<file path="src/hdl/assert_macros.svh">
// Assertion macros for the marquee scroller RTL, included by lms_ctrl.
// No dependencies; empty bodies when SYNTHESIS is defined.
`ifndef ASSERT_MACROS_SVH
`define ASSERT_MACROS_SVH
`ifndef SYNTHESIS
`define LMS_ASSERT(lbl, clk, rst_n, prop, msg) \
    lbl: assert property (@(posedge clk) disable iff (!rst_n) (prop)) else $error(msg);
`define LMS_ASSERT_NEXT(lbl, clk, rst_n, ante, cons, msg) \
    lbl: assert property (@(posedge clk) disable iff (!rst_n) (ante) |=> (cons)) else $error(msg);
`else
`define LMS_ASSERT(lbl, clk, rst_n, prop, msg)
`define LMS_ASSERT_NEXT(lbl, clk, rst_n, ante, cons, msg)
`endif
`endif

</file>
<file path="src/hdl/lms_pkg.sv">
// Package for the LED text marquee scroller: opcodes, register indexes,
// constants and the stage-one word passed from control to output.
// No dependencies.
package lms_pkg;

    localparam int TEXT_CAPACITY_DEF = 63;
    localparam int WINDOW_W          = 4;
    localparam int CHAR_W            = 8;
    localparam int CFG_INDEX_W       = 2;
    localparam int CFG_DATA_W        = 32;
    localparam int ELAPSED_W         = 32;

    localparam logic [CHAR_W-1:0] SPACE_CODE = 8'd32;

    typedef enum logic [2:0] {
        OP_CLEAR  = 3'd0,
        OP_APPEND = 3'd1,
        OP_START  = 3'd2,
        OP_STOP   = 3'd3,
        OP_TICK   = 3'd4
    } t_opcode;

    typedef enum logic {
        ACT_SHOW  = 1'b0,
        ACT_CLEAR = 1'b1
    } t_action;

    localparam logic [CFG_INDEX_W-1:0] CFG_COLOR     = 2'd0;
    localparam logic [CFG_INDEX_W-1:0] CFG_INTERVAL  = 2'd1;
    localparam logic [CFG_INDEX_W-1:0] CFG_DIRECTION = 2'd2;

    typedef struct packed {
        logic                         valid;
        t_action                      action;
        logic [WINDOW_W-1:0][1:0]     sel;
        logic [WINDOW_W-1:0]          inr;
        logic [CHAR_W-1:0]            color;
    } t_meta;

endpackage

</file>
<file path="src/hdl/lms_bank.sv">
// One text bank: holds every fourth character of the stored text.
// Single write port, single registered read port. No dependencies.
module lms_bank #(
    parameter int DEPTH = 16
) (
    input  logic                                          i_clk,
    input  logic                                          i_wr_en,
    input  logic [((DEPTH > 1) ? $clog2(DEPTH) : 1)-1:0]  i_wr_addr,
    input  logic [lms_pkg::CHAR_W-1:0]                    i_wr_data,
    input  logic                                          i_rd_en,
    input  logic [((DEPTH > 1) ? $clog2(DEPTH) : 1)-1:0]  i_rd_addr,
    output logic [lms_pkg::CHAR_W-1:0]                    o_rd_data
);

    logic [lms_pkg::CHAR_W-1:0] r_mem [DEPTH];
    logic [lms_pkg::CHAR_W-1:0] r_rd;

    always_ff @(posedge i_clk) begin
        if (i_wr_en) begin
            r_mem[i_wr_addr] <= i_wr_data;
        end
    end

    always_ff @(posedge i_clk) begin
        if (i_rd_en) begin
            r_rd <= r_mem[i_rd_addr];
        end
    end

    assign o_rd_data = r_rd;

endmodule

</file>
<file path="src/hdl/lms_ctrl.sv">
// Scroller control: config registers, text length, window offset, tick
// counter, bank write/read issue and the stage-one register. Uses lms_pkg.
module lms_ctrl #(
    parameter int CAP = lms_pkg::TEXT_CAPACITY_DEF
) (
    input  logic                                    i_clk,
    input  logic                                    i_rst_n,
    input  logic                                    i_in_valid,
    output logic                                    o_in_stall,
    input  logic [2:0]                              i_opcode,
    input  logic [lms_pkg::CHAR_W-1:0]              i_char_code,
    input  logic                                    i_cfg_valid,
    output logic                                    o_cfg_ready,
    input  logic [lms_pkg::CFG_INDEX_W-1:0]         i_cfg_index,
    input  logic [lms_pkg::CFG_DATA_W-1:0]          i_cfg_data,
    input  logic                                    i_take,
    output logic [lms_pkg::WINDOW_W-1:0]            o_wr_en,
    output logic [(((CAP+3)/4 > 1) ? $clog2((CAP+3)/4) : 1)-1:0] o_wr_row,
    output logic [lms_pkg::CHAR_W-1:0]              o_wr_data,
    output logic                                    o_rd_en,
    output logic [lms_pkg::WINDOW_W-1:0][(((CAP+3)/4 > 1) ? $clog2((CAP+3)/4) : 1)-1:0] o_rd_row,
    output lms_pkg::t_meta                          o_meta
);

    `include "assert_macros.svh"

    localparam int LEN_W = $clog2(CAP + 1);
    localparam int OFF_W = LEN_W + 1;
    localparam int POS_W = LEN_W + 2;
    localparam int ROWS  = (CAP + 3) / 4;
    localparam int ROW_W = (ROWS > 1) ? $clog2(ROWS) : 1;
    localparam logic signed [POS_W-1:0] NEG_WIN = POS_W'(-lms_pkg::WINDOW_W);
    localparam logic [LEN_W-1:0] CAP_LEN = LEN_W'(CAP);

    logic [lms_pkg::CHAR_W-1:0]    r_color;
    logic [lms_pkg::ELAPSED_W-1:0] r_interval;
    logic                          r_dir;
    logic [LEN_W-1:0]              r_len,     n_len;
    logic signed [OFF_W-1:0]       r_off,     n_off;
    logic [lms_pkg::ELAPSED_W-1:0] r_elapsed, n_elapsed;
    logic                          r_scroll,  n_scroll;
    lms_pkg::t_meta                r_s1,      n_s1;

    lms_pkg::t_opcode              op;
    logic                          advance;
    logic                          accept;
    logic                          frame;
    logic                          stop;
    logic [lms_pkg::ELAPSED_W-1:0] inc;
    logic signed [POS_W-1:0]       off_ext;
    logic signed [POS_W-1:0]       len_ext;
    logic signed [POS_W-1:0]       fwd;
    logic signed [POS_W-1:0]       bwd;
    logic signed [OFF_W-1:0]       moved;
    logic signed [POS_W-1:0]       pos_b [lms_pkg::WINDOW_W];
    logic [lms_pkg::WINDOW_W-1:0]  inr_b;
    logic [1:0]                    delta;
    logic [LEN_W-1:0]              pos_u;

    assign op          = lms_pkg::t_opcode'(i_opcode);
    assign advance     = !r_s1.valid || i_take;
    assign accept      = i_in_valid && advance;
    assign o_in_stall  = !advance;
    assign o_cfg_ready = 1'b1;
    assign off_ext     = POS_W'(r_off);
    assign len_ext     = $signed({2'b00, r_len});
    assign fwd         = off_ext + POS_W'(1);
    assign bwd         = off_ext - POS_W'(1);
    assign inc         = (r_elapsed == '1) ? r_elapsed : r_elapsed + 1'b1;

    always_comb begin
        if (!r_dir) begin
            moved = (fwd > len_ext) ? OFF_W'(NEG_WIN) : OFF_W'(fwd);
        end else begin
            moved = (bwd < NEG_WIN) ? OFF_W'(len_ext) : OFF_W'(bwd);
        end
    end

    // bank b sees the one window position congruent to b mod 4
    always_comb begin
        o_rd_row = '0;
        for (int b = 0; b < lms_pkg::WINDOW_W; b++) begin
            delta    = 2'(b) - r_off[1:0];
            pos_b[b] = off_ext + $signed({{(POS_W-2){1'b0}}, delta});
            inr_b[b] = (pos_b[b] >= 0) && (pos_b[b] < len_ext);
            pos_u    = LEN_W'(pos_b[b]);
            if (inr_b[b]) begin
                o_rd_row[b] = ROW_W'(pos_u[LEN_W-1:2]);
            end
        end
    end

    always_comb begin
        n_len     = r_len;
        n_off     = r_off;
        n_elapsed = r_elapsed;
        n_scroll  = r_scroll;
        frame     = 1'b0;
        stop      = 1'b0;
        o_wr_en   = '0;
        if (accept) begin
            case (op)
                lms_pkg::OP_CLEAR: begin
                    n_len = '0;
                end
                lms_pkg::OP_APPEND: begin
                    if (r_len < CAP_LEN) begin
                        n_len = r_len + 1'b1;
                        o_wr_en[r_len[1:0]] = 1'b1;
                    end
                end
                lms_pkg::OP_START: begin
                    n_off     = r_dir ? OFF_W'(len_ext) : OFF_W'(NEG_WIN);
                    n_elapsed = '0;
                    n_scroll  = 1'b1;
                end
                lms_pkg::OP_STOP: begin
                    n_scroll = 1'b0;
                    stop     = 1'b1;
                end
                lms_pkg::OP_TICK: begin
                    if (r_scroll) begin
                        if (inc >= r_interval) begin
                            frame     = 1'b1;
                            n_elapsed = '0;
                            n_off     = moved;
                        end else begin
                            n_elapsed = inc;
                        end
                    end
                end
                default: begin
                end
            endcase
        end
    end

    assign o_wr_row  = ROW_W'(r_len[LEN_W-1:2]);
    assign o_wr_data = i_char_code;
    assign o_rd_en   = advance;

    always_comb begin
        n_s1        = r_s1;
        if (advance) begin
            n_s1.valid  = frame || stop;
            n_s1.action = stop ? lms_pkg::ACT_CLEAR : lms_pkg::ACT_SHOW;
            n_s1.color  = r_color;
            for (int i = 0; i < lms_pkg::WINDOW_W; i++) begin
                n_s1.sel[i] = r_off[1:0] + 2'(i);
                n_s1.inr[i] = inr_b[n_s1.sel[i]];
            end
        end
    end

    always_ff @(posedge i_clk) begin
        if (!i_rst_n) begin
            r_color    <= '0;
            r_interval <= '0;
            r_dir      <= 1'b0;
        end else if (i_cfg_valid) begin
            case (i_cfg_index)
                lms_pkg::CFG_COLOR:     r_color    <= i_cfg_data[lms_pkg::CHAR_W-1:0];
                lms_pkg::CFG_INTERVAL:  r_interval <= i_cfg_data;
                lms_pkg::CFG_DIRECTION: r_dir      <= i_cfg_data[0];
                default: begin
                end
            endcase
        end
    end

    always_ff @(posedge i_clk) begin
        if (!i_rst_n) begin
            r_len     <= '0;
            r_off     <= '0;
            r_elapsed <= '0;
            r_scroll  <= 1'b0;
            r_s1      <= '0;
        end else begin
            r_len     <= n_len;
            r_off     <= n_off;
            r_elapsed <= n_elapsed;
            r_scroll  <= n_scroll;
            r_s1      <= n_s1;
        end
    end

    assign o_meta = r_s1;

    `LMS_ASSERT(a_len_cap, i_clk, i_rst_n, r_len <= CAP_LEN, "text length past capacity")
    `LMS_ASSERT(a_stall_busy, i_clk, i_rst_n, !o_in_stall || r_s1.valid, "stall with empty stage")
    `LMS_ASSERT_NEXT(a_s1_hold, i_clk, i_rst_n, r_s1.valid && !i_take, $stable(r_s1), "stage one word lost")
    `LMS_ASSERT_NEXT(a_idle_count, i_clk, i_rst_n, !r_scroll && !(accept && op == lms_pkg::OP_START), $stable(r_elapsed), "counter moved while stopped")

endmodule

</file>
<file path="src/hdl/lms_out.sv">
// Output stage: builds the frame from bank read data and the stage-one word,
// holds it in the result register under stall. Uses lms_pkg.
module lms_out (
    input  logic                                             i_clk,
    input  logic                                             i_rst_n,
    input  lms_pkg::t_meta                                   i_meta,
    input  logic [lms_pkg::WINDOW_W-1:0][lms_pkg::CHAR_W-1:0] i_rd_data,
    input  logic                                             i_out_stall,
    output logic                                             o_take,
    output logic                                             o_out_valid,
    output logic                                             o_action,
    output logic [lms_pkg::CHAR_W-1:0]                       o_char_first,
    output logic [lms_pkg::CHAR_W-1:0]                       o_char_second,
    output logic [lms_pkg::CHAR_W-1:0]                       o_char_third,
    output logic [lms_pkg::CHAR_W-1:0]                       o_char_fourth,
    output logic [lms_pkg::CHAR_W-1:0]                       o_frame_color
);

    logic                                              r_valid;
    logic                                              r_action;
    logic [lms_pkg::WINDOW_W-1:0][lms_pkg::CHAR_W-1:0] r_chars, n_chars;
    logic [lms_pkg::CHAR_W-1:0]                        r_color, n_color;

    assign o_take = !r_valid || !i_out_stall;

    always_comb begin
        n_chars = '0;
        n_color = '0;
        if (i_meta.action == lms_pkg::ACT_SHOW) begin
            n_color = i_meta.color;
            for (int i = 0; i < lms_pkg::WINDOW_W; i++) begin
                n_chars[i] = i_meta.inr[i] ? i_rd_data[i_meta.sel[i]] : lms_pkg::SPACE_CODE;
            end
        end
    end

    always_ff @(posedge i_clk) begin
        if (!i_rst_n) begin
            r_valid <= 1'b0;
        end else if (o_take) begin
            r_valid <= i_meta.valid;
        end
    end

    always_ff @(posedge i_clk) begin
        if (o_take) begin
            r_action <= i_meta.action;
            r_chars  <= n_chars;
            r_color  <= n_color;
        end
    end

    assign o_out_valid   = r_valid;
    assign o_action      = r_action;
    assign o_char_first  = r_chars[0];
    assign o_char_second = r_chars[1];
    assign o_char_third  = r_chars[2];
    assign o_char_fourth = r_chars[3];
    assign o_frame_color = r_color;

endmodule

</file>
<file path="src/hdl/led_text_marquee_scroller_top.sv">
// Channel  Handshake                   Word
// input    i_in_valid / o_in_stall     i_opcode, i_char_code
// result   o_out_valid / i_out_stall   o_action, o_char_*, o_frame_color
// config   i_cfg_valid / o_cfg_ready   i_cfg_index, i_cfg_data
// One word accepted per cycle while o_in_stall is low; a word's result passes through
// the stage-one register and the registered bank read, then the result register.
// Synchronous active-low reset clears control state; text store is not cleared.
// Result stall backs up through stage one into o_in_stall; config always ready.
// Top level of the LED text marquee scroller. Uses lms_pkg, lms_ctrl,
// lms_bank and lms_out.
module led_text_marquee_scroller_top #(
    parameter int TEXT_CAPACITY = lms_pkg::TEXT_CAPACITY_DEF
) (
    input  logic                                i_clk,
    input  logic                                i_rst_n,
    input  logic                                i_in_valid,
    output logic                                o_in_stall,
    input  logic [2:0]                          i_opcode,
    input  logic [lms_pkg::CHAR_W-1:0]          i_char_code,
    output logic                                o_out_valid,
    input  logic                                i_out_stall,
    output logic                                o_action,
    output logic [lms_pkg::CHAR_W-1:0]          o_char_first,
    output logic [lms_pkg::CHAR_W-1:0]          o_char_second,
    output logic [lms_pkg::CHAR_W-1:0]          o_char_third,
    output logic [lms_pkg::CHAR_W-1:0]          o_char_fourth,
    output logic [lms_pkg::CHAR_W-1:0]          o_frame_color,
    input  logic                                i_cfg_valid,
    output logic                                o_cfg_ready,
    input  logic [lms_pkg::CFG_INDEX_W-1:0]     i_cfg_index,
    input  logic [lms_pkg::CFG_DATA_W-1:0]      i_cfg_data
);

    localparam int ROWS  = (TEXT_CAPACITY + 3) / 4;
    localparam int ROW_W = (ROWS > 1) ? $clog2(ROWS) : 1;

    logic                                              w_take;
    logic [lms_pkg::WINDOW_W-1:0]                      w_wr_en;
    logic [ROW_W-1:0]                                  w_wr_row;
    logic [lms_pkg::CHAR_W-1:0]                        w_wr_data;
    logic                                              w_rd_en;
    logic [lms_pkg::WINDOW_W-1:0][ROW_W-1:0]           w_rd_row;
    logic [lms_pkg::WINDOW_W-1:0][lms_pkg::CHAR_W-1:0] w_rd_data;
    lms_pkg::t_meta                                    w_meta;

    lms_ctrl #(
        .CAP (TEXT_CAPACITY)
    ) u_ctrl (
        .i_clk       (i_clk),
        .i_rst_n     (i_rst_n),
        .i_in_valid  (i_in_valid),
        .o_in_stall  (o_in_stall),
        .i_opcode    (i_opcode),
        .i_char_code (i_char_code),
        .i_cfg_valid (i_cfg_valid),
        .o_cfg_ready (o_cfg_ready),
        .i_cfg_index (i_cfg_index),
        .i_cfg_data  (i_cfg_data),
        .i_take      (w_take),
        .o_wr_en     (w_wr_en),
        .o_wr_row    (w_wr_row),
        .o_wr_data   (w_wr_data),
        .o_rd_en     (w_rd_en),
        .o_rd_row    (w_rd_row),
        .o_meta      (w_meta)
    );

    for (genvar g = 0; g < lms_pkg::WINDOW_W; g++) begin : g_bank
        lms_bank #(
            .DEPTH (ROWS)
        ) u_bank (
            .i_clk     (i_clk),
            .i_wr_en   (w_wr_en[g]),
            .i_wr_addr (w_wr_row),
            .i_wr_data (w_wr_data),
            .i_rd_en   (w_rd_en),
            .i_rd_addr (w_rd_row[g]),
            .o_rd_data (w_rd_data[g])
        );
    end

    lms_out u_out (
        .i_clk         (i_clk),
        .i_rst_n       (i_rst_n),
        .i_meta        (w_meta),
        .i_rd_data     (w_rd_data),
        .i_out_stall   (i_out_stall),
        .o_take        (w_take),
        .o_out_valid   (o_out_valid),
        .o_action      (o_action),
        .o_char_first  (o_char_first),
        .o_char_second (o_char_second),
        .o_char_third  (o_char_third),
        .o_char_fourth (o_char_fourth),
        .o_frame_color (o_frame_color)
    );

endmodule

</file>
<file path="config.mk">
export PLATFORM = sky130hd
export DESIGN_NAME = led_text_marquee_scroller_top
export DESIGN_NICKNAME = d
export VERILOG_FILES = /design/src/hdl/lms_pkg.sv /design/src/hdl/lms_bank.sv /design/src/hdl/lms_ctrl.sv /design/src/hdl/lms_out.sv /design/src/hdl/led_text_marquee_scroller_top.sv
export VERILOG_INCLUDE_DIRS = /design/src /design/src/hdl
export SDC_FILE = /design/constraint.sdc
export NUM_CORES = 1
export LEC_CHECK = 0
export ABC_AREA = 1
export BUFFER_PORTS_ARGS = -buffer_cell sky130_fd_sc_hd__buf_2
export CELL_PAD_IN_SITES_DETAIL_PLACEMENT = 0
export CELL_PAD_IN_SITES_GLOBAL_PLACEMENT = 1
export CORE_ASPECT_RATIO = 0.9
export CORE_MARGIN = 2
export CORE_UTILIZATION = 45
export DETAILED_ROUTE_END_ITERATION = 8
export PLACE_DENSITY = 0.86
export SYNTH_ARGS = -nofsm -noshare
export SYNTH_HDL_FRONTEND = slang
export SYNTH_SLANG_ARGS = --single-unit
</file>
<file path="constraint.sdc">
create_clock -name i_clk -period 3.49 [get_ports i_clk]
set_input_delay 0.1745 -clock i_clk [delete_from_list [all_inputs] [get_ports i_clk]]
set_output_delay 0.1745 -clock i_clk [all_outputs]
set_load 0.01 [all_outputs]
</file>
Word level (Yosys, flattened, before mapping). Memory sizes are Yosys's and may differ from the RTL's. A register that Yosys moved wholly into a read port is not among the register bits. Cells that the tools add are included.

Memory bits (writable): 512. Logic and storage cells: 168. Memories: 4. Flip-flop bits (word level): 151. Input bits: 50.

Memory list: g_bank[0].u_bank.r_mem (depth 16, bits a word 8, rd ports 1, clocked after Yosys merged registers in 1, wr ports 1, line lms_bank.sv:15) `logic [lms_pkg::CHAR_W-1:0] r_mem [DEPTH];`; g_bank[1].u_bank.r_mem (depth 16, bits a word 8, rd ports 1, clocked after Yosys merged registers in 1, wr ports 1, line lms_bank.sv:15); g_bank[2].u_bank.r_mem (depth 16, bits a word 8, rd ports 1, clocked after Yosys merged registers in 1, wr ports 1, line lms_bank.sv:15); g_bank[3].u_bank.r_mem (depth 16, bits a word 8, rd ports 1, clocked after Yosys merged registers in 1, wr ports 1, line lms_bank.sv:15).

Mux-type cells: 58. Eq/ne operators: 10. Bitwise gates (word level): 4. $add $sub $neg: 15. Magnitude comparators: 22. Reductions and logical operators: 29.

Operators with widths (number): $mux W32 (3); $bmux W8 S2 (4); $pmux W32 S2 (1); $mux W7 (6); $add A32 B1 Y32 const B (1); $add A7 B3 Y8 (4); $eq A32 B32 Y1 const B (1); $ge A32 B32 Y1 (1); $ge A8 B1 Y1 const B (4); $lt A8 B7 Y1 (4); $mux W8 (4); $mux W6 (5); $mux W4 (7); $lt A2 B3 Y1 const B (9); $mux W1 (20); $pmux W7 S2 (1); $pmux W6 S2 (1); $add A7 B2 Y8 const B (1); $bmux W1 S2 (4); $gt A8 B7 Y1 (1); $lt A8 B3 Y1 const B (1); $reduce_and A2 Y1 (4); $reduce_or A2 Y1 (4); $sub A7 B2 Y8 const B (1); 24 further kinds (46).

Longest topological paths before layout. Gate-level depths: netlist (run 1).

Word-level depth: 9. Mapped depth: 26. Depth with buffers taken out: 26.

Hierarchy. Synthesis (run 1) repeated with hierarchy kept, for this count alone.

Cells, all modules: 3617. Area, all modules: 33334.5 sq um.

Modules (own cells, without submodules): lms_bank at g_bank[0].u_bank ... (area an instance 5846.9 sq um, sequential area each 4083.9 sq um, cells each 551, times used 3); lms_ctrl (area an instance 7483.4 sq um, sequential area each 2142.1 sq um, cells each 1126, times used 1); lms_bank at g_bank[1].u_bank (area an instance 5851.9 sq um, sequential area each 4083.9 sq um, cells each 553, times used 1); lms_out (area an instance 2458.6 sq um, sequential area each 1251.2 sq um, cells each 285, times used 1).

Least setup slack after synthesis (run 1). Ideal clock, no wire load.

Kind: register to register. Start point: register u_ctrl.r_off[0]. End point: register g_bank[0].u_bank.r_rd (netlist bit g_bank[0].u_bank.o_rd_data[0]) (read register of g_bank[0].u_bank.r_mem) (data pin). Setup slack: 0.120 ns. Required time: 3.237 ns. Arrival: 3.117 ns. Path buffers: 5. Cell stages (with the launch flop): 22. Cells stage by stage: dfxtp_1 clkbuf_1 inv_1 ha_1 inv_1 nand2_1 nand2_1 inv_1 buf_4 buf_2 ha_1 nand2_1 o21ai_0 nand3_1 nand4_1 buf_2 buf_2 nand2_1 nand3_1 nand3_1 nand3_1 nand2_1.

Cells in the longest elaborated chain, start to end: 5. Elaborated cells between the ends (all ways): 6.

Ends and longest elaborated chain: start: declaration (line lms_ctrl.sv:39) `logic signed [OFF_W-1:0] r_off, n_off;`; start signal: assignment (line lms_ctrl.sv:180) `r_off <= n_off;`; $sub A1 B2 Y2 (line lms_ctrl.sv:83) `delta = 2'(b) - r_off[1:0];`; $add A7 B3 Y8 * (line lms_ctrl.sv:84) `pos_b[b] = off_ext + $signed({{(POS_W-2){1'b0}}, delta});`; $ge A8 B1 Y1 or $lt A8 B7 Y1 (tied branches) (line lms_ctrl.sv:85) `inr_b[b] = (pos_b[b] >= 0) && (pos_b[b] < len_ext);`; $logic_and A1 B1 Y1 (line lms_ctrl.sv:85); $mux W4 * (line lms_ctrl.sv:87) `if (inr_b[b]) begin`; end: declaration (line lms_bank.sv:16) `logic [lms_pkg::CHAR_W-1:0] r_rd;`.

Every way passes the cells marked *; elsewhere a longest branch is shown, timed or not. A chain may end at the register's enable or synchronous reset.

Worst setup path after layout (run 1).
Start point: register u_ctrl.r_elapsed[5] in the netlist's numbering. End point: register u_ctrl.r_elapsed[1] in the netlist's numbering.

Cells in the longest elaborated chain, start to end: 6. Elaborated cells between the ends (all ways): 7.

Ends and longest elaborated chain: start: declaration (line lms_ctrl.sv:40) `logic [lms_pkg::ELAPSED_W-1:0] r_elapsed, n_elapsed;`; start signal: assignment (line lms_ctrl.sv:181) `r_elapsed <= n_elapsed;`; $add A32 B1 Y32 or $eq A32 B32 Y1 (tied branches) (line lms_ctrl.sv:69) `assign inc = (r_elapsed == '1) ? r_elapsed : r_elapsed + 1'b1;`; $mux W32 * (line lms_ctrl.sv:69); $ge A32 B32 Y1 (line lms_ctrl.sv:123) `if (inc >= r_interval) begin`; $mux W32 * (line lms_ctrl.sv:123); $mux W32 * (line lms_ctrl.sv:122) `if (r_scroll) begin`; $pmux W32 S2 * (line lms_ctrl.sv:102) `case (op)`.

Every way passes the cells marked *; elsewhere a longest branch is shown, timed or not. The select of a mux whose other input is x is not followed.

==> flow_summary_export.csv, run 1 <==
group,metric,value,unit
status,status,"finished clean",
placement,place.gp.congestion,0.943,
sta,finalSetupTns,0,ns
placement,placedInstanceArea,34200,um2
cts,clock_insertion_delay_worst_skew,0.62,ns
routing,wire_length_on_met3,9.34,mm
sta,worst_clock_skew,0.0232,ns
die,ioPinCount,94,
worst_setup_path,critical_path.max_fanout,8,
placement,place_hpwl,57.1,mm
yosys,synth_top_cell_area_share,54.6,%
routing,drt-wirelength-per-cell,19.5,um
cts,cts_buffers,74,
min_path,holdCritPathClass,"input port to flip-flop",
routing,detail_route.wirelength.met1,38.0,mm
global_route,pin_count_of_the_biggest_net_entering_global_routing,74,
power,peakVddDrop,0.411,mV
job,max-cap-violations,0,
global_route,grt_antenna_before_repair,2,
global_route,grt_pass1_wl,132,mm
cts,path_clk_slew,0.06,ns
die,floorplan.die.width,286,um
yosys,number_of_synthesized_flops_with_an_enable_pin,585,
final_layout,num-nets-final,3616,
die,initial_utilization,45.2,%
min_path,hold-path-cell-count,4,
routing,via_per_inst,5.37,
global_route,grt_pass1_vias,22400,
final_layout,layout.cells.most_common,"sky130_fd_sc_hd__edfxtp_1",
routing,num_vias,24200,
yosys,ys_ff_latch,693,
worst_setup_path,worst_r2r_path_depth,24,
routing,top_layer_used,"met5",
placement,dpl_worst_slack,0.131,ns
worst_setup_path,endpoint_kind,"flip-flop",
yosys,yosysWarningCount,0,
sta,finalMaxSlewViolations,0,
routing,met2WireLength,38.2,mm
sta,fin_crit_sh,96.9,%
die,core-area,71200,um2
cts,clock_sink_count,693,
global_route,globalRouteOverflowTotal,0,
yosys,synth.avg_cell_area,9.73,um2
worst_setup_path,cp_data_required_time,4.03,ns
worst_setup_path,criticalPathCategory,"flip-flop to flip-flop",
global_route,gr-usage-all-layers,23.3,%
die,dieArea,73700,um2
sta,setup_violations,0,
worst_setup_path,rrSetupSlack,0.11,ns
final_layout,utilization,52.4,%
final_layout,fillers,6311,
yosys,synth.top_cells.by_area,"sky130_fd_sc_hd__edfxtp_1, sky130_fd_sc_hd__dfxtp_1, sky130_fd_sc_hd__nand2_1, sky130_fd_sc_hd__inv_1, sky130_fd_sc_hd__nand3_1",
routing,drt-total-wl,87.6,mm
routing,final_antenna_net_count,0,
power,p_per_area,486,nW/um2
sta,finalWorstPathRequiredPeriod,3.38,ns
yosys,yosys.area.top_type,"sky130_fd_sc_hd__edfxtp_1",
cts,htree_num_levels,3,
sta,worst_slew_margin_rel,18.1,%
yosys,postSynthCellCount,3308,
yosys,ys_dominant_reg_cell,"sky130_fd_sc_hd__edfxtp_1",
sta,max_freq,296,MHz
placement,buffer_ports.inserted,92,
worst_setup_path,startpoint_kind_of_the_worst_setup_timing_path,"flip-flop",
yosys,netlist-cell-type-count,45,
yosys,synth-async-reset-ratio,0,%
routing,drt_pre_antenna_iters,6,
worst_setup_path,worst_ep_arrival_time,3.92,ns
cts,root_buffer,"sky130_fd_sc_hd__clkbuf_16",
sta,timing_worst_slew_pin_value,1.23,ns
sta,final_critical_path_setup_slack,0.107,ns
power,total_leakage_power,0.0151,uW
final_layout,stdcell_area,37300,um2
routing,drt_iter0_markers,2762,
sta,hold_viol_final,0,
cts,clockBufferDepth,3,
final_layout,layout.cells.most_common_list,"sky130_fd_sc_hd__edfxtp_1, sky130_fd_sc_hd__nand2_1, sky130_fd_sc_hd__inv_1",
cts,tritoncts_clock_tree,"done",
final_layout,area_growth_syn_to_layout,15.9,%
final_layout,post_route_cells_drive_above_1_share,11.7,%
die,die_height,258,um
routing,route.detailed.drc,0,
yosys,syn-cell-area,32200,um2
yosys,ys_seq_area_share,61.3,%
die,placement_rows,93,
what timing repair did:
item	4_1_cts	5_1_grt
hold buffers	37	0
setup buffers	0	14
endpoints found under the hold margin	41	0
setup endpoints to repair	0	64
resized for setup	0	58
flip-flops by register name (all words and copies together), names as in the netlist:
signal	flops
g_bank.u_bank.r_mem	512
g_bank.u_bank.o_rd_data	32
u_ctrl.r_elapsed	32
u_ctrl.r_interval	32
u_ctrl.o_meta	20
u_ctrl.r_color	8
u_out.o_char_first	8
u_out.o_char_fourth	8
u_out.o_char_second	8
u_out.o_char_third	8
u_out.o_frame_color	8
u_ctrl.r_off	7
u_ctrl.r_len	6
u_ctrl.r_dir	1
u_ctrl.r_scroll	1
u_out.o_action	1
u_out.o_out_valid	1
final cells by class:
class,count,area (um2),share of cell area (%)
sequential,693,19700,52.9
clock inverter,42,337,0.902
timing repair buffer,260,2060,5.52
tap,950,1190,3.19
inverter,484,1820,4.88
clock buffer,88,1990,5.33
antenna,1,2.50,0.00671
multi-input combinational,1984,10200,27.3
synth_stat cells (2+ instances only):
library cell / instances
sky130_fd_sc_hd__edfxtp_1: 585
sky130_fd_sc_hd__nand2_1: 544
sky130_fd_sc_hd__inv_1: 467
sky130_fd_sc_hd__nor2_1: 350
sky130_fd_sc_hd__nand3_1: 335
sky130_fd_sc_hd__o21ai_0: 213
sky130_fd_sc_hd__a21oi_1: 130
sky130_fd_sc_hd__dfxtp_1: 108
sky130_fd_sc_hd__nand4_1: 101
sky130_fd_sc_hd__clkbuf_1: 92
sky130_fd_sc_hd__o211ai_1: 92
sky130_fd_sc_hd__ha_1: 69
sky130_fd_sc_hd__buf_2: 44
sky130_fd_sc_hd__o21ai_1: 22
sky130_fd_sc_hd__xor2_1: 20
sky130_fd_sc_hd__nor3_1: 17
sky130_fd_sc_hd__buf_4: 12
sky130_fd_sc_hd__nand3b_1: 10
sky130_fd_sc_hd__inv_2: 9
sky130_fd_sc_hd__clkinv_1: 8
sky130_fd_sc_hd__nor2_2: 8
sky130_fd_sc_hd__xnor2_1: 7
sky130_fd_sc_hd__a211oi_1: 6
sky130_fd_sc_hd__buf_1: 6
sky130_fd_sc_hd__nor2_4: 6
sky130_fd_sc_hd__or2_2: 5
sky130_fd_sc_hd__a21o_1: 4
sky130_fd_sc_hd__a31oi_1: 4
sky130_fd_sc_hd__o21a_1: 4
sky130_fd_sc_hd__nand2_2: 3
sky130_fd_sc_hd__nand2_4: 3
sky130_fd_sc_hd__nand3_2: 3
sky130_fd_sc_hd__nor4_1: 3
sky130_fd_sc_hd__a21oi_2: 2
sky130_fd_sc_hd__a22oi_1: 2
sky130_fd_sc_hd__conb_1: 2
sky130_fd_sc_hd__mux2i_1: 2
sky130_fd_sc_hd__nor3_2: 2
sky130_fd_sc_hd__or2_0: 2
worst max-delay path, cell delays in order (launching register included):
cell                        delay, ns
sky130_fd_sc_hd__dfxtp_2         0.36
sky130_fd_sc_hd__nand2_2         0.08
sky130_fd_sc_hd__nor3_2          0.23
sky130_fd_sc_hd__nand2_1         0.13
sky130_fd_sc_hd__inv_1           0.08
sky130_fd_sc_hd__nand3_2         0.09
sky130_fd_sc_hd__nor3_4          0.28
sky130_fd_sc_hd__buf_6           0.17
sky130_fd_sc_hd__buf_6           0.11
sky130_fd_sc_hd__buf_4           0.10
sky130_fd_sc_hd__a21oi_1         0.04
sky130_fd_sc_hd__inv_1           0.11
sky130_fd_sc_hd__ha_4            0.22
sky130_fd_sc_hd__nand2_1         0.06
sky130_fd_sc_hd__inv_1           0.03
sky130_fd_sc_hd__nor2_1          0.09
sky130_fd_sc_hd__o21ai_1         0.08
sky130_fd_sc_hd__a21oi_1         0.11
sky130_fd_sc_hd__nand2_1         0.06
sky130_fd_sc_hd__nand2_1         0.07
sky130_fd_sc_hd__nand3_2         0.11
sky130_fd_sc_hd__nor2_4          0.28
sky130_fd_sc_hd__clkbuf_16       0.23
sky130_fd_sc_hd__nand2_2         0.05
sky130_fd_sc_hd__a21oi_2         0.13
layer usage:
metal / up-vias / track usage [%]
met5: - / 0
li1: 11600 / -
met1: 11400 / 33.2
met2: 1052 / 34.7
met3: 136 / 6.79
met4: 2 / 6.30
path summary, 6_finish.rpt:
check,start,endpoint
max,u_ctrl.r_elapsed[5],u_ctrl.r_elapsed[1]
min reg2reg,u_ctrl.r_color[6],u_ctrl.o_meta[6]
max reg2reg,u_ctrl.r_elapsed[5],u_ctrl.r_elapsed[1]
min,i_opcode[1],u_ctrl.r_len[1]
report_power, final:
| group | internal, uW | total (uW) | switching, uW |
|---|---|---|---|
| Sequential | 9100 | 9200 | 96.7 |
| Clock | 4310 | 7550 | 3250 |
| Combinational | 417 | 1370 | 953 |
| Total | 13800 | 18100 | 4300 |
cells by family (layout without fill, tap and decap cells):
logic type | count (synthesis) | after routing | synth area share [%]
xor gates and xnor gates | 27 | 27 | 0.734
buffers and inverters | 638 | 874 | 7.75
and+or+nand+nor | 1393 | 1393 | 19.0
muxes | 2 | 2 | 0.0622
other | 2 | 10 | 0.0233
adders and majority gates | 69 | 69 | 2.68
AOI/OAI and AO/OA | 484 | 484 | 8.48
DFF | 693 | 693 | 61.3
metrics by stage:
| step | power, uW | hold WS, ns | instances |
|---|---|---|---|
| 4_1_cts | 18200 | 0.0329 | 4483 |
| 2_1_floorplan | 10100 | 0.273 | 3315 |
| 6_report | 18100 | 0.0572 | 4502 |
| 5_1_grt | 18700 | 0.121 | 4501 |
| 3_5_place_dp | 10600 | 0.428 | 4316 |
| 3_3_place_gp | 10600 | 0.428 | 4316 |
Power figures use the tool's default switching activity.
==> inputs of run 2 (changes only) <==
--- a/config.mk
+++ b/config.mk
@@ -12,9 +12,10 @@
 export CELL_PAD_IN_SITES_GLOBAL_PLACEMENT = 1
 export CORE_ASPECT_RATIO = 0.9
 export CORE_MARGIN = 2
-export CORE_UTILIZATION = 45
+export CORE_UTILIZATION = 44
 export DETAILED_ROUTE_END_ITERATION = 8
-export PLACE_DENSITY = 0.86
+export PLACE_DENSITY = 0.85
 export SYNTH_ARGS = -nofsm -noshare
 export SYNTH_HDL_FRONTEND = slang
+export SYNTH_HIERARCHICAL = 1
 export SYNTH_SLANG_ARGS = --single-unit
==> flow_summary_export.csv, run 2 <==
group,metric,value,unit
final_layout,fillers,6774,
yosys,ys_seq_area_share,59.2,%
worst_setup_path,worst_ep_arrival_time,4.05,ns
final_layout,layout.cells.most_common,"sky130_fd_sc_hd__nand2_1",
sta,final_critical_path_setup_slack,-0.0700,ns
die,placement_rows,95,
worst_setup_path,worst_r2r_path_depth,25,
cts,clock_insertion_delay_worst_skew,0.62,ns
yosys,yosysWarningCount,6,
worst_setup_path,endpoint_kind,"flip-flop",
sta,setup_violations,11,
status,failed_checks,"negative setup slack",
yosys,ys_ff_latch,693,
yosys,synthTopCellsByCount,"sky130_fd_sc_hd__nand2_1, sky130_fd_sc_hd__edfxtp_1, sky130_fd_sc_hd__inv_1, sky130_fd_sc_hd__nand3_1, sky130_fd_sc_hd__nor2_1",
global_route,grt_antenna_before_repair,2,
status,status,"complete, but fails checks",
yosys,most_instantiated_library_cell_after_synthesis,"sky130_fd_sc_hd__nand2_1",
worst_setup_path,startpoint_kind_of_the_worst_setup_timing_path,"flip-flop",
power,total_leakage_power,0.0166,uW
power,p_per_area,461,nW/um2
die,die_height,265,um
final_layout,area_growth_syn_to_layout,16.4,%
sta,timing_worst_slew_pin_value,1.05,ns
sta,worst_clock_skew,0.0265,ns
yosys,ys_dominant_reg_cell,"sky130_fd_sc_hd__edfxtp_1",
worst_setup_path,critical_path.max_fanout,7,
global_route,grt_pass1_vias,23300,
final_layout,post_route_cells_drive_above_1_share,13.8,%
cts,path_clk_slew,0.07,ns
global_route,grt_pass1_wl,136,mm
yosys,yosys.area.top_type,"sky130_fd_sc_hd__edfxtp_1",
sta,hold_viol_final,0,
routing,drt-wirelength-per-cell,18.8,um
yosys,synth-async-reset-ratio,0,%
final_layout,flip_flop_count_of_the_largest_register_all_copies_and_words_added,512,
routing,drt_pre_antenna_iters,5,
placement,placedInstanceArea,35200,um2
yosys,postSynthNetCount,3736,
routing,via_per_inst,5.25,
global_route,globalRouteOverflowTotal,0,
yosys,synth.top_cells.by_area,"sky130_fd_sc_hd__edfxtp_1, sky130_fd_sc_hd__nand2_1, sky130_fd_sc_hd__nand3_1, sky130_fd_sc_hd__dfxtp_1, sky130_fd_sc_hd__inv_1",
cts,clock_sink_count,693,
yosys,synth_top_cell_area_share,52.7,%
yosys,number_of_synthesized_flops_with_an_enable_pin,585,
sta,finalSetupTns,-0.267,ns
die,ioPinCount,94,
worst_setup_path,criticalPathCategory,"flip-flop to flip-flop",
placement,place_hpwl,58.1,mm
yosys,postSynthCellCount,3617,
sta,finalMaxSlewViolations,0,
yosys,synth.avg_cell_area,9.22,um2
cts,root_buffer,"sky130_fd_sc_hd__clkbuf_16",
sta,max_freq,281,MHz
die,floorplan.die.width,294,um
die,core-area,74900,um2
yosys,netlist-cell-type-count,47,
global_route,pin_count_of_the_biggest_net_entering_global_routing,68,
sta,grt_setup_unrepaired,"yes",
placement,dpl_worst_slack,-0.101,ns
routing,drt_iter0_markers,2622,
routing,drt-total-wl,91.1,mm
final_layout,num-nets-final,3938,
placement,buffer_ports.inserted,92,
routing,num_vias,25400,
min_path,hold-path-cell-count,1,
die,dieArea,78000,um2
cts,cts_buffers,70,
sta,worst_slew_margin_rel,30.0,%
final_layout,stdcell_area,38800,um2
final_layout,layout.cells.most_common_list,"sky130_fd_sc_hd__nand2_1, sky130_fd_sc_hd__edfxtp_1, sky130_fd_sc_hd__inv_1",
min_path,holdCritPathClass,"input port to flip-flop",
die,initial_utilization,44.5,%
final_layout,num_antenna_cells,0,
placement,place.gp.congestion,0.892,
global_route,gr-usage-all-layers,22.5,%
job,max-cap-violations,0,
cts,tritoncts_clock_tree,"done",
routing,final_antenna_net_count,0,
sta,fin_worst_hold_slack,0.0397,ns
sta,fin_crit_sh,102,%
final_layout,utilization,51.8,%
routing,route.detailed.drc,0,
final_layout,registers.top_by_ff_count,"g_bank.u_bank/r_mem",
yosys,syn-cell-area,33300,um2
cts,clockBufferDepth,3,
power,peakVddDrop,0.424,mV
cts,htree_num_levels,3,
worst_setup_path,cp_data_required_time,3.98,ns
sta,finalWorstPathRequiredPeriod,3.56,ns
## run 2: changes by cell type after synthesis, moves of 33 or more
cell	previous run	this run
sky130_fd_sc_hd__nand4_1	101	12
sky130_fd_sc_hd__o211ai_1	92	56
sky130_fd_sc_hd__nor2_1	350	232
sky130_fd_sc_hd__nand2_1	544	1015
sky130_fd_sc_hd__inv_2	9	42
sky130_fd_sc_hd__o21ai_0	213	75
sky130_fd_sc_hd__inv_1	467	555
sky130_fd_sc_hd__nand3_1	335	465
sky130_fd_sc_hd__clkbuf_1	92	20
## run 2: report_power, final
part / switching (uW) / internal, uW / leakage [uW]
sequential: 135 / 9080 / 0.00631
combinational: 825 / 450 / 0.00922
clock: 3200 / 4220 / 0.00108
total: 4160 / 13800 / 0.0166
## run 2: worst paths after layout
path                                   end                   from  slack, ns
min reg2reg          u_ctrl/r_interval[31]  u_ctrl/r_interval[31]       0.46
min           g_bank[0].u_bank/r_mem[5][4]         i_char_code[4]       0.04
max          g_bank[0].u_bank/o_rd_data[2]        u_ctrl/r_off[0]      -0.07
max reg2reg  g_bank[0].u_bank/o_rd_data[2]        u_ctrl/r_off[0]      -0.07
## run 2: cells by family after synthesis
family,share of synthesized area [%]
buffers and inverters,9.84
AOI/OAI and AO/OA,5.01
adders and majority gates,2.59
and+or+nand+nor,22.7
DFF,59.2
other,0.0112
xor gates and xnor gates,0.706
## run 2: repair_timing
action,CTS,global route
pin swaps,2,38
buffers inserted,0,22
hold endpoints to repair,42,0
resized for setup,7,127
gates cloned,0,15
endpoints found under the setup margin,8,63
hold buffers,38,0
## run 2: per-layer routing
| layer | track usage, % | up-vias | share of wire, % |
|---|---|---|---|
| li1 | - | 12200 | - |
| met1 | 33.6 | 12100 | 45 |
| met2 | 34.3 | 1008 | 45 |
| met3 | 3.54 | 127 | 8.2 |
| met4 | 5.68 | 0 | 2.3 |
| met5 | 0 | - | 0 |
## run 2: metrics by stage
step / cells / total power [uW]
detailed placement: 4643 / 10500
finish: 4842 / 17900
global placement: 4643 / 10500
CTS: 4806 / 17900
floorplan: 3617 / 10000
global route: 4842 / 18500
## run 2: worst max-delay path, cell delays in order, from the launching register on
cell and delay (ns):
sky130_fd_sc_hd__dfxtp_4 0.36, sky130_fd_sc_hd__clkinv_4 0.05, sky130_fd_sc_hd__ha_4 0.28, sky130_fd_sc_hd__inv_4 0.04, sky130_fd_sc_hd__nand2_4 0.07, sky130_fd_sc_hd__nand2_4 0.06
sky130_fd_sc_hd__nand2_2 0.06, sky130_fd_sc_hd__a21oi_2 0.07, sky130_fd_sc_hd__or2_4 0.25, sky130_fd_sc_hd__nand2_2 0.08, sky130_fd_sc_hd__inv_2 0.05, sky130_fd_sc_hd__ha_4 0.22
sky130_fd_sc_hd__a21oi_2 0.12, sky130_fd_sc_hd__o21ai_1 0.07, sky130_fd_sc_hd__a21o_1 0.15, sky130_fd_sc_hd__nand2_1 0.06, sky130_fd_sc_hd__nand3b_1 0.21, sky130_fd_sc_hd__nor2_4 0.31
sky130_fd_sc_hd__clkinv_4 0.20, sky130_fd_sc_hd__buf_12 0.18, sky130_fd_sc_hd__buf_4 0.14, sky130_fd_sc_hd__nand2_2 0.06, sky130_fd_sc_hd__nand3_2 0.08, sky130_fd_sc_hd__nand3_2 0.09
sky130_fd_sc_hd__nand3_2 0.10, sky130_fd_sc_hd__nand2_1 0.08
## run 2: layout make-up
type | instances | area [um2] | share of cell area (%)
Clock inverter | 33 | 365 | 0.941
Timing Repair Buffer | 291 | 2560 | 6.60
Inverter | 601 | 2280 | 5.88
Sequential cell | 693 | 19800 | 50.9
Tap cell | 970 | 1210 | 3.13
Clock buffer | 92 | 1890 | 4.86
Multi-Input combinational cell | 2162 | 10700 | 27.7
